===== src/rtl/core/pmsp_pkg.sv =====
package pmsp_pkg;

    // Generator constants
    localparam logic [14:0] PM_MULT = 15'd16807;
    localparam logic [31:0] PM_MOD  = 32'h7FFF_FFFF;
    localparam logic [23:0] Q24_MAX = 24'hFF_FFFE;

    // Request codes
    localparam logic REQ_DRAW = 1'b0;
    localparam logic REQ_LOAD = 1'b1;

    typedef struct packed {
        logic               req_type;
        logic signed [31:0] new_seed;
    } req_item_t;

    typedef struct packed {
        logic               is_draw;
        logic [30:0]        raw_value;
        logic [23:0]        deviate_q24;
        logic signed [31:0] current_seed;
    } rsp_item_t;

    typedef enum logic [3:0] {
        ST_IDLE,
        ST_INIT_MUL,
        ST_INIT_RED,
        ST_DRAW_MUL,
        ST_DRAW_RED,
        ST_TBL_READ,
        ST_TBL_WRITE,
        ST_DONE
    } state_t;

    // Controller to datapath
    typedef struct packed {
        logic load_seed;
        logic init_start;
        logic mul;
        logic red_init;
        logic red_draw;
        logic idx_load;
        logic tbl_read;
        logic tbl_write;
        logic out_load;
        logic out_draw;
    } cmd_t;

    // Datapath to controller
    typedef struct packed {
        logic need_init;
        logic init_last;
    } sts_t;

    // Fold a product modulo 2^31-1: high part adds onto low part, one correction
    function automatic logic [30:0] pm_reduce(input logic [46:0] p);
        logic [31:0] sum;
        sum = {1'b0, p[30:0]} + {16'b0, p[46:31]};
        if (sum >= PM_MOD)
            sum = sum - PM_MOD;
        return sum[30:0];
    endfunction

    // floor(v * 2^24 / (2^31-1)), clamped below one
    function automatic logic [23:0] q24_frac(input logic [30:0] v);
        logic [31:0] rem;
        logic [24:0] quo;
        rem = {1'b0, v[6:0], 24'b0} + {8'b0, v[30:7]};
        quo = {1'b0, v[30:7]} + ((rem >= PM_MOD) ? 25'd1 : 25'd0);
        if (quo > {1'b0, Q24_MAX})
            quo = {1'b0, Q24_MAX};
        return quo[23:0];
    endfunction

endpackage


===== src/rtl/core/pmsp_dpath.sv =====
module pmsp_dpath #(
    parameter int TABLE_DEPTH   = 32,
    parameter int WARMUP_ROUNDS = 8
) (
    input  logic                  clk,
    input  logic                  rst_n,
    input  pmsp_pkg::cmd_t        cmd,
    input  logic signed [31:0]    new_seed,
    output pmsp_pkg::sts_t        sts,
    output pmsp_pkg::rsp_item_t   rsp
);
    import pmsp_pkg::*;

    localparam int IDX_W  = $clog2(TABLE_DEPTH);
    localparam int TOTAL  = TABLE_DEPTH + WARMUP_ROUNDS;
    localparam int CNT_W  = $clog2(TOTAL);
    localparam logic [31:0] NDIV = 32'(1 + (2147483646 / TABLE_DEPTH));

    logic [31:0]       seed_reg, seed_next;
    logic [30:0]       last_pick_reg, last_pick_next;
    logic [46:0]       mul_reg;
    logic [CNT_W-1:0]  cnt_reg, cnt_next;
    logic [IDX_W-1:0]  idx_reg;
    logic [30:0]       rd_reg;
    rsp_item_t         rsp_reg;

    logic [30:0]       tbl_mem [TABLE_DEPTH];
    logic              tbl_we;
    logic [IDX_W-1:0]  tbl_waddr;
    logic [30:0]       tbl_wdata;

    logic [30:0]       red;
    logic [31:0]       seed_mag;
    logic [IDX_W-1:0]  idx_calc;

    // Modular reduction of the registered product
    assign red = pm_reduce(mul_reg);

    // Starting value of an initialization: magnitude of a negative seed, else one
    assign seed_mag = seed_reg[31] ? (~seed_reg + 32'd1) : 32'd1;

    // Table index: highest bucket threshold reached by the last pick, top entry at most
    always_comb
    begin
        idx_calc = '0;
        for (int k = 1; k < TABLE_DEPTH; k++)
        begin
            if ({1'b0, last_pick_reg} >= NDIV * 32'(k))
                idx_calc = IDX_W'(k);
        end
    end

    // Next state of the datapath registers
    always_comb
    begin
        seed_next      = seed_reg;
        last_pick_next = last_pick_reg;
        cnt_next       = cnt_reg;
        tbl_we         = 1'b0;
        tbl_waddr      = idx_reg;
        tbl_wdata      = seed_reg[30:0];

        if (cmd.load_seed)
            seed_next = new_seed;
        if (cmd.init_start)
        begin
            seed_next = seed_mag;
            cnt_next  = CNT_W'(TOTAL - 1);
        end
        if (cmd.red_init)
        begin
            seed_next = {1'b0, red};
            if (cnt_reg != '0)
                cnt_next = cnt_reg - 1'b1;
            else
                last_pick_next = red;
            if ({1'b0, cnt_reg} < (CNT_W + 1)'(TABLE_DEPTH))
            begin
                tbl_we    = 1'b1;
                tbl_waddr = cnt_reg[IDX_W-1:0];
                tbl_wdata = red;
            end
        end
        if (cmd.red_draw)
            seed_next = {1'b0, red};
        if (cmd.tbl_write)
        begin
            tbl_we         = 1'b1;
            last_pick_next = rd_reg;
        end
    end

    // Control and state registers
    always_ff @(posedge clk or negedge rst_n)
    begin
        if (!rst_n)
        begin
            seed_reg      <= '0;
            last_pick_reg <= '0;
            cnt_reg       <= '0;
        end
        else
        begin
            seed_reg      <= seed_next;
            last_pick_reg <= last_pick_next;
            cnt_reg       <= cnt_next;
        end
    end

    // Payload registers
    always_ff @(posedge clk)
    begin
        if (cmd.idx_load)
            idx_reg <= idx_calc;
        if (cmd.mul)
            mul_reg <= 47'(seed_reg) * 47'(PM_MULT);
        if (cmd.out_load)
        begin
            rsp_reg.is_draw      <= cmd.out_draw;
            rsp_reg.raw_value    <= cmd.out_draw ? last_pick_reg : 31'd0;
            rsp_reg.deviate_q24  <= cmd.out_draw ? q24_frac(last_pick_reg) : 24'd0;
            rsp_reg.current_seed <= seed_reg;
        end
    end

    // Shuffle table: one write port, registered read
    always_ff @(posedge clk)
    begin
        if (tbl_we)
            tbl_mem[tbl_waddr] <= tbl_wdata;
        if (cmd.tbl_read)
            rd_reg <= tbl_mem[idx_reg];
    end

    assign sts.need_init = (seed_reg == 32'd0) || seed_reg[31] || (last_pick_reg == 31'd0);
    assign sts.init_last = (cnt_reg == '0);
    assign rsp           = rsp_reg;

endmodule


===== src/rtl/core/pmsp_ctrl.sv =====
module pmsp_ctrl (
    input  logic           clk,
    input  logic           rst_n,
    input  logic           req_valid,
    input  logic           req_type,
    output logic           req_stall,
    output logic           rsp_valid,
    input  logic           rsp_stall,
    input  pmsp_pkg::sts_t sts,
    output pmsp_pkg::cmd_t cmd
);
    import pmsp_pkg::*;

    state_t state_reg, state_next;
    logic   draw_reg, draw_next;
    logic   rsp_valid_reg, rsp_valid_next;

    // Next state and commands
    always_comb
    begin
        state_next     = state_reg;
        draw_next      = draw_reg;
        cmd            = '0;
        cmd.out_draw   = draw_reg;

        case (state_reg)
            ST_IDLE:
            begin
                if (req_valid)
                begin
                    if (req_type == REQ_LOAD)
                    begin
                        cmd.load_seed = 1'b1;
                        draw_next     = 1'b0;
                        state_next    = ST_DONE;
                    end
                    else
                    begin
                        draw_next = 1'b1;
                        if (sts.need_init)
                        begin
                            cmd.init_start = 1'b1;
                            state_next     = ST_INIT_MUL;
                        end
                        else
                            state_next = ST_DRAW_MUL;
                    end
                end
            end
            ST_INIT_MUL:
            begin
                cmd.mul    = 1'b1;
                state_next = ST_INIT_RED;
            end
            ST_INIT_RED:
            begin
                cmd.red_init = 1'b1;
                state_next   = sts.init_last ? ST_DRAW_MUL : ST_INIT_MUL;
            end
            ST_DRAW_MUL:
            begin
                cmd.mul      = 1'b1;
                cmd.idx_load = 1'b1;
                state_next   = ST_DRAW_RED;
            end
            ST_DRAW_RED:
            begin
                cmd.red_draw = 1'b1;
                state_next   = ST_TBL_READ;
            end
            ST_TBL_READ:
            begin
                cmd.tbl_read = 1'b1;
                state_next   = ST_TBL_WRITE;
            end
            ST_TBL_WRITE:
            begin
                cmd.tbl_write = 1'b1;
                state_next    = ST_DONE;
            end
            ST_DONE:
            begin
                // Hold until the result register is free
                if (!rsp_valid_reg || !rsp_stall)
                begin
                    cmd.out_load = 1'b1;
                    state_next   = ST_IDLE;
                end
            end
            default:
                state_next = ST_IDLE;
        endcase
    end

    // Result valid: set on load, drop once taken
    always_comb
    begin
        rsp_valid_next = rsp_valid_reg;
        if (cmd.out_load)
            rsp_valid_next = 1'b1;
        else if (!rsp_stall)
            rsp_valid_next = 1'b0;
    end

    always_ff @(posedge clk or negedge rst_n)
    begin
        if (!rst_n)
        begin
            state_reg     <= ST_IDLE;
            draw_reg      <= 1'b0;
            rsp_valid_reg <= 1'b0;
        end
        else
        begin
            state_reg     <= state_next;
            draw_reg      <= draw_next;
            rsp_valid_reg <= rsp_valid_next;
        end
    end

    assign req_stall = (state_reg != ST_IDLE);
    assign rsp_valid = rsp_valid_reg;

endmodule


===== src/rtl/core/park_miller_shuffled_prng.sv =====
// Park-Miller minimal standard generator (x * 16807 mod 2^31-1) behind a
// Bays-Durham shuffle table, one item in and one result out at a time. A seed
// load goes from accept straight to the result register load. A draw steps
// through the shared multiply-and-fold unit that advances the seed (multiply,
// then fold), then reads the picked table entry, writes the new seed into it and
// loads the result register. The table index is found by comparing the last pick
// against fixed bucket thresholds and is latched during the multiply. A draw that
// must initialize first (seed not positive or table unfilled) first runs one
// multiply-and-fold round per table entry and warm-up round through that same
// unit. The result register lets a new item be accepted while a result waits;
// that item then holds in its last state until the waiting result is taken.
module park_miller_shuffled_prng #(
    parameter int TABLE_DEPTH   = 32,
    parameter int WARMUP_ROUNDS = 8
) (
    input  logic                clk,
    input  logic                rst_n,
    input  logic                req_valid,
    output logic                req_stall,
    input  pmsp_pkg::req_item_t req,
    output logic                rsp_valid,
    input  logic                rsp_stall,
    output pmsp_pkg::rsp_item_t rsp
);
    import pmsp_pkg::*;

    cmd_t cmd;
    sts_t sts;

    pmsp_ctrl u_ctrl (
        .clk       (clk),
        .rst_n     (rst_n),
        .req_valid (req_valid),
        .req_type  (req.req_type),
        .req_stall (req_stall),
        .rsp_valid (rsp_valid),
        .rsp_stall (rsp_stall),
        .sts       (sts),
        .cmd       (cmd)
    );

    pmsp_dpath #(
        .TABLE_DEPTH   (TABLE_DEPTH),
        .WARMUP_ROUNDS (WARMUP_ROUNDS)
    ) u_dpath (
        .clk      (clk),
        .rst_n    (rst_n),
        .cmd      (cmd),
        .new_seed (req.new_seed),
        .sts      (sts),
        .rsp      (rsp)
    );

endmodule


===== config.mk =====
export PLATFORM = sky130hd
export DESIGN_NAME = park_miller_shuffled_prng
export DESIGN_NICKNAME = d
export VERILOG_FILES = /design/src/rtl/core/pmsp_pkg.sv /design/src/rtl/core/pmsp_dpath.sv /design/src/rtl/core/pmsp_ctrl.sv /design/src/rtl/core/park_miller_shuffled_prng.sv
export SDC_FILE = /design/constraint.sdc
export NUM_CORES = 2
export LEC_CHECK = 0
export ABC_AREA = 1
export BUFFER_PORTS_ARGS = -buffer_cell sky130_fd_sc_hd__buf_2
export CORE_ASPECT_RATIO = 1.5
export CORE_MARGIN = 1.5
export CORE_UTILIZATION = 48
export CTS_BUF_LIST = sky130_fd_sc_hd__clkbuf_2
export DETAILED_ROUTE_END_ITERATION = 16
export PLACE_DENSITY = 0.72
export SETUP_SLACK_MARGIN = 0.3
export SYNTH_ARGS = -nofsm -noshare
export SYNTH_HDL_FRONTEND = slang
export SYNTH_SLANG_ARGS = --single-unit
export TNS_END_PERCENT = 100

===== constraint.sdc =====
create_clock -name clk -period 13.9 [get_ports clk]
set_clock_uncertainty 0.2 [all_clocks]
set_input_delay 2.78 -clock clk [delete_from_list [all_inputs] [get_ports clk]]
set_output_delay 2.78 -clock clk [all_outputs]
set_load 0.02 [all_outputs]

==> flow_metrics.py <==
metrics = {
    "worst_setup_path": {
        "crit-reg2reg-launch": "u_dpath.seed_reg[17]",
        "worstPathBufferInverterCount": 3,
        "crit_type": "reg2reg",
        "worst_ep_arrival_time_ps": 8100,
        "cp.required_ps": 14990,
        "cp_startpoint": "u_dpath.seed_reg[17]",
        "timing.critical_path.to_type": "flop",
        "critical_path_startpoint_category": "flop",
        "critPathTopFamily": "adder cells",
        "timing.critical_path.cells": "inv_1 > fa_1 > inv_1 > ha_1 > fa_1 > fa_1 > fa_1 > fa_1 > ha_1 > nand2_1 > nor2_1 > inv_1 > nor2_1 > and3_1 > a21oi_1 > o21ai_0 > nand2_1 > nand2_1 > a21oi_1 > xnor2_1",
        "critical-path-max-stage-delay_ps": 680,
        "crit_fanout": 7,
        "crit_path_top_delay_cell": "fa_1",
        "critical-path-top-cell-by-count": "fa_1",
    },
    "placement": {
        "post-dp-hpwl_um": 131000,
        "numPlacedInstances": 6939,
        "io_buffer_count": 126,
        "place_worst_setup_slack_ps": 7090,
        "replace_congestion": 1.00,
    },
    "layout": {
        "largest_register_ff_count": 992,
        "multiInputGateArea_um2": 21000,
        "layout.area.seq_um2": 36800,
        "drive_above_1_share_pct": 12.3,
        "area_growth_syn_to_layout_pct": 8.40,
        "utilization_pct": 52.3,
        "fin_nets": 6043,
        "num-fill-cells": 10824,
        "layoutNonFillerInstCount": 7434,
    },
    "yosys": {
        "synthesis.instances": 5390,
        "synth.yosys.warnings": 0,
        "synth_enable_flop_cells": 1163,
        "ys_ff_latch": 1237,
        "synthArstFlopShare_pct": 5.98,
        "synth_cell_type_count": 49,
        "syn-cell-area_um2": 60400,
        "synth_seq_area_share_pct": 60.9,
        "synth_ff_type": "edfxtp_1",
        "synthesis.area_per_instance_um2": 11.2,
        "syn_nets": 5809,
    },
    "global_routing": {
        "globalRouteTotalUtil_pct": 30.5,
        "grt_antenna_before_repair": 8,
        "grt_start_max_net_pins": 165,
        "vias_in_the_first_global_route": 44542,
        "globalRouteOverflowTotal": 0,
        "first_pass_grt_wire_length_um": 283000,
    },
    "hold_path": {
        "hp-start": "u_dpath.cnt_reg[0]",
        "min_path_type": "reg2reg",
    },
    "clock_network": {
        "worst_setup_hold_path_clk_slew_ps": 110,
        "clock-sinks": 1237,
        "cts-resized-gates": 0,
        "clk-insertion-delay-late_ps": 1610,
        "cts_buffers": 293,
        "cts_root_buffer": "clkbuf_2",
        "htree_levels": 5,
        "number_of_buffers_on_the_longest_clock_path": 4,
        "tritoncts": "done",
        "post_cts_hold_fix_bufs": 0,
        "postCtsSetupBuffers": 0,
    },
    "routing": {
        "wirelength_um": 197000,
        "drtPass1Iterations": 8,
        "routed_wire_length_per_instance_um": 26.5,
        "via_count": 44750,
        "dr_iter_0_viols": 4521,
        "detail_route.drc_violations": 0,
        "antenna_violating_nets_post_route": 0,
        "vias_per_cell": 6.02,
    },
    "die": {
        "floorplan.initialDensity_pct": 48.3,
        "num_io_pins": 127,
        "rows": 159,
        "fp.dieW_um": 293,
        "core_area_um2": 125000,
        "die_h_um": 438,
        "total_die_area_um2": 128000,
    },
    "timing": {
        "rsz0062_at_grt": "false",
        "max_slew_margin_pct": 19.2,
        "fin_crit_sh_pct": 50.5,
        "post-route-worst-setup-slack_ps": 6890,
        "timing.final.setup_violations": 0,
        "worst-slew-pin-transition_ps": 1210,
        "min_cycle_time_layout_ps": 7010,
        "final.setup.tns_ps": 0,
        "hold_violations": 0,
        "max_freq_ghz": 0.143,
        "timing_max_transition_violations_final": 0,
    },
    "run_status": {
        "outcome": "finished, final reports clean",
    },
    "job": {
        "max_cap_violations": 0,
    },
}
final cells by class:
| cell class | instances | area share (%) |
|---|---|---|
| Inverter | 490 | 2.84 |
| Clock buffer | 418 | 3.19 |
| Sequential cell | 1237 | 56.2 |
| Antenna cell | 10 | 0.0382 |
| Clock inverter | 67 | 0.613 |
| Tap cell | 1610 | 3.08 |
| Multi-Input combinational cell | 3396 | 32.1 |
| Timing Repair Buffer | 206 | 1.98 |
Yosys cell counts (74+ instances only):
cell type,n,share of area [%]
xor2_1,81,1.2
nor2_1,795,4.9
nand3_1,232,1.9
o21ai_0,638,5.3
ha_1,243,5.0
o221ai_1,184,2.7
nand2_1,638,4.0
fa_1,139,4.6
clkbuf_1,238,1.5
edfxtp_1,1163,58
o22ai_1,74,0.77
a21oi_1,84,0.70
inv_1,482,3.0
dfrtp_1,74,3.1
per-layer routing:
metal  wire length, um  track usage (%)  up-vias
met5                26                0        -
met4             18100             25.1        4
met3             15200             6.23      739
met2             98800             52.7     2426
met1             64900             31.9    21843
li1                  -                -    19738
stage by stage:
| step | hold slack (ps) | cell area (um^2) |
|---|---|---|
| 4_1_cts | 346 | 65500 |
| 5_1_grt | 373 | 65500 |
| 3_3_place_gp | 309 | 63000 |
| 2_1_floorplan | 223 | 60400 |
| 3_5_place_dp | 316 | 63000 |
| 6_report | 339 | 65500 |
cell families after synthesis:
| kind of cell | after synthesis | share of synthesized area, % |
|---|---|---|
| buffers and inverters | 757 | 4.78 |
| AND/OR/NAND/NOR | 1793 | 12.2 |
| XOR/XNOR | 103 | 1.51 |
| flip-flops | 1237 | 60.9 |
| adder cells (fa/ha/maj) | 382 | 9.64 |
| AO/OA/AOI/OAI | 1118 | 11.0 |
worst paths after layout:
kind                       slack, ps  cells past startpoint              endpoint
max in group asynchronous      11300                      2       u_ctrl.draw_reg
max reg2reg                     6890                     20   u_dpath.mul_reg[35]
min reg2reg                      340                      2    u_dpath.cnt_reg[0]
min in group asynchronous        890                      1  u_dpath.seed_reg[22]
min                              340                      2    u_dpath.cnt_reg[0]
max                             6890                     20   u_dpath.mul_reg[35]
placed cells by master, fill, tap and decap left out, types with 83 or more instances in the layout:
| cell type | count |
|---|---|
| nor2_1 | 759 |
| nand2_1 | 638 |
| clkbuf_2 | 418 |
| inv_1 | 481 |
| o221ai_1 | 184 |
| fa_1 | 139 |
| buf_2 | 125 |
| ha_1 | 243 |
| o21ai_0 | 636 |
| nand3_1 | 232 |
| edfxtp_1 | 1163 |
| a21oi_1 | 83 |
worst register-to-register path: stages (launching register included):
cell and delay, ps:
dfrtp_1 630, inv_1 440, fa_1 690, inv_1 60, ha_1 290, fa_1 550
fa_1 470, fa_1 470, fa_1 530, ha_1 510, nand2_1 150, nor2_1 110
inv_1 70, nor2_1 160, and3_1 210, a21oi_1 120, o21ai_0 320, nand2_1 90
nand2_1 130, a21oi_1 120, xnor2_1 400
Power is left out: the tool's default activity adds up to more than one toggle a clock period on the data nets, which glitch-free logic cannot reach.
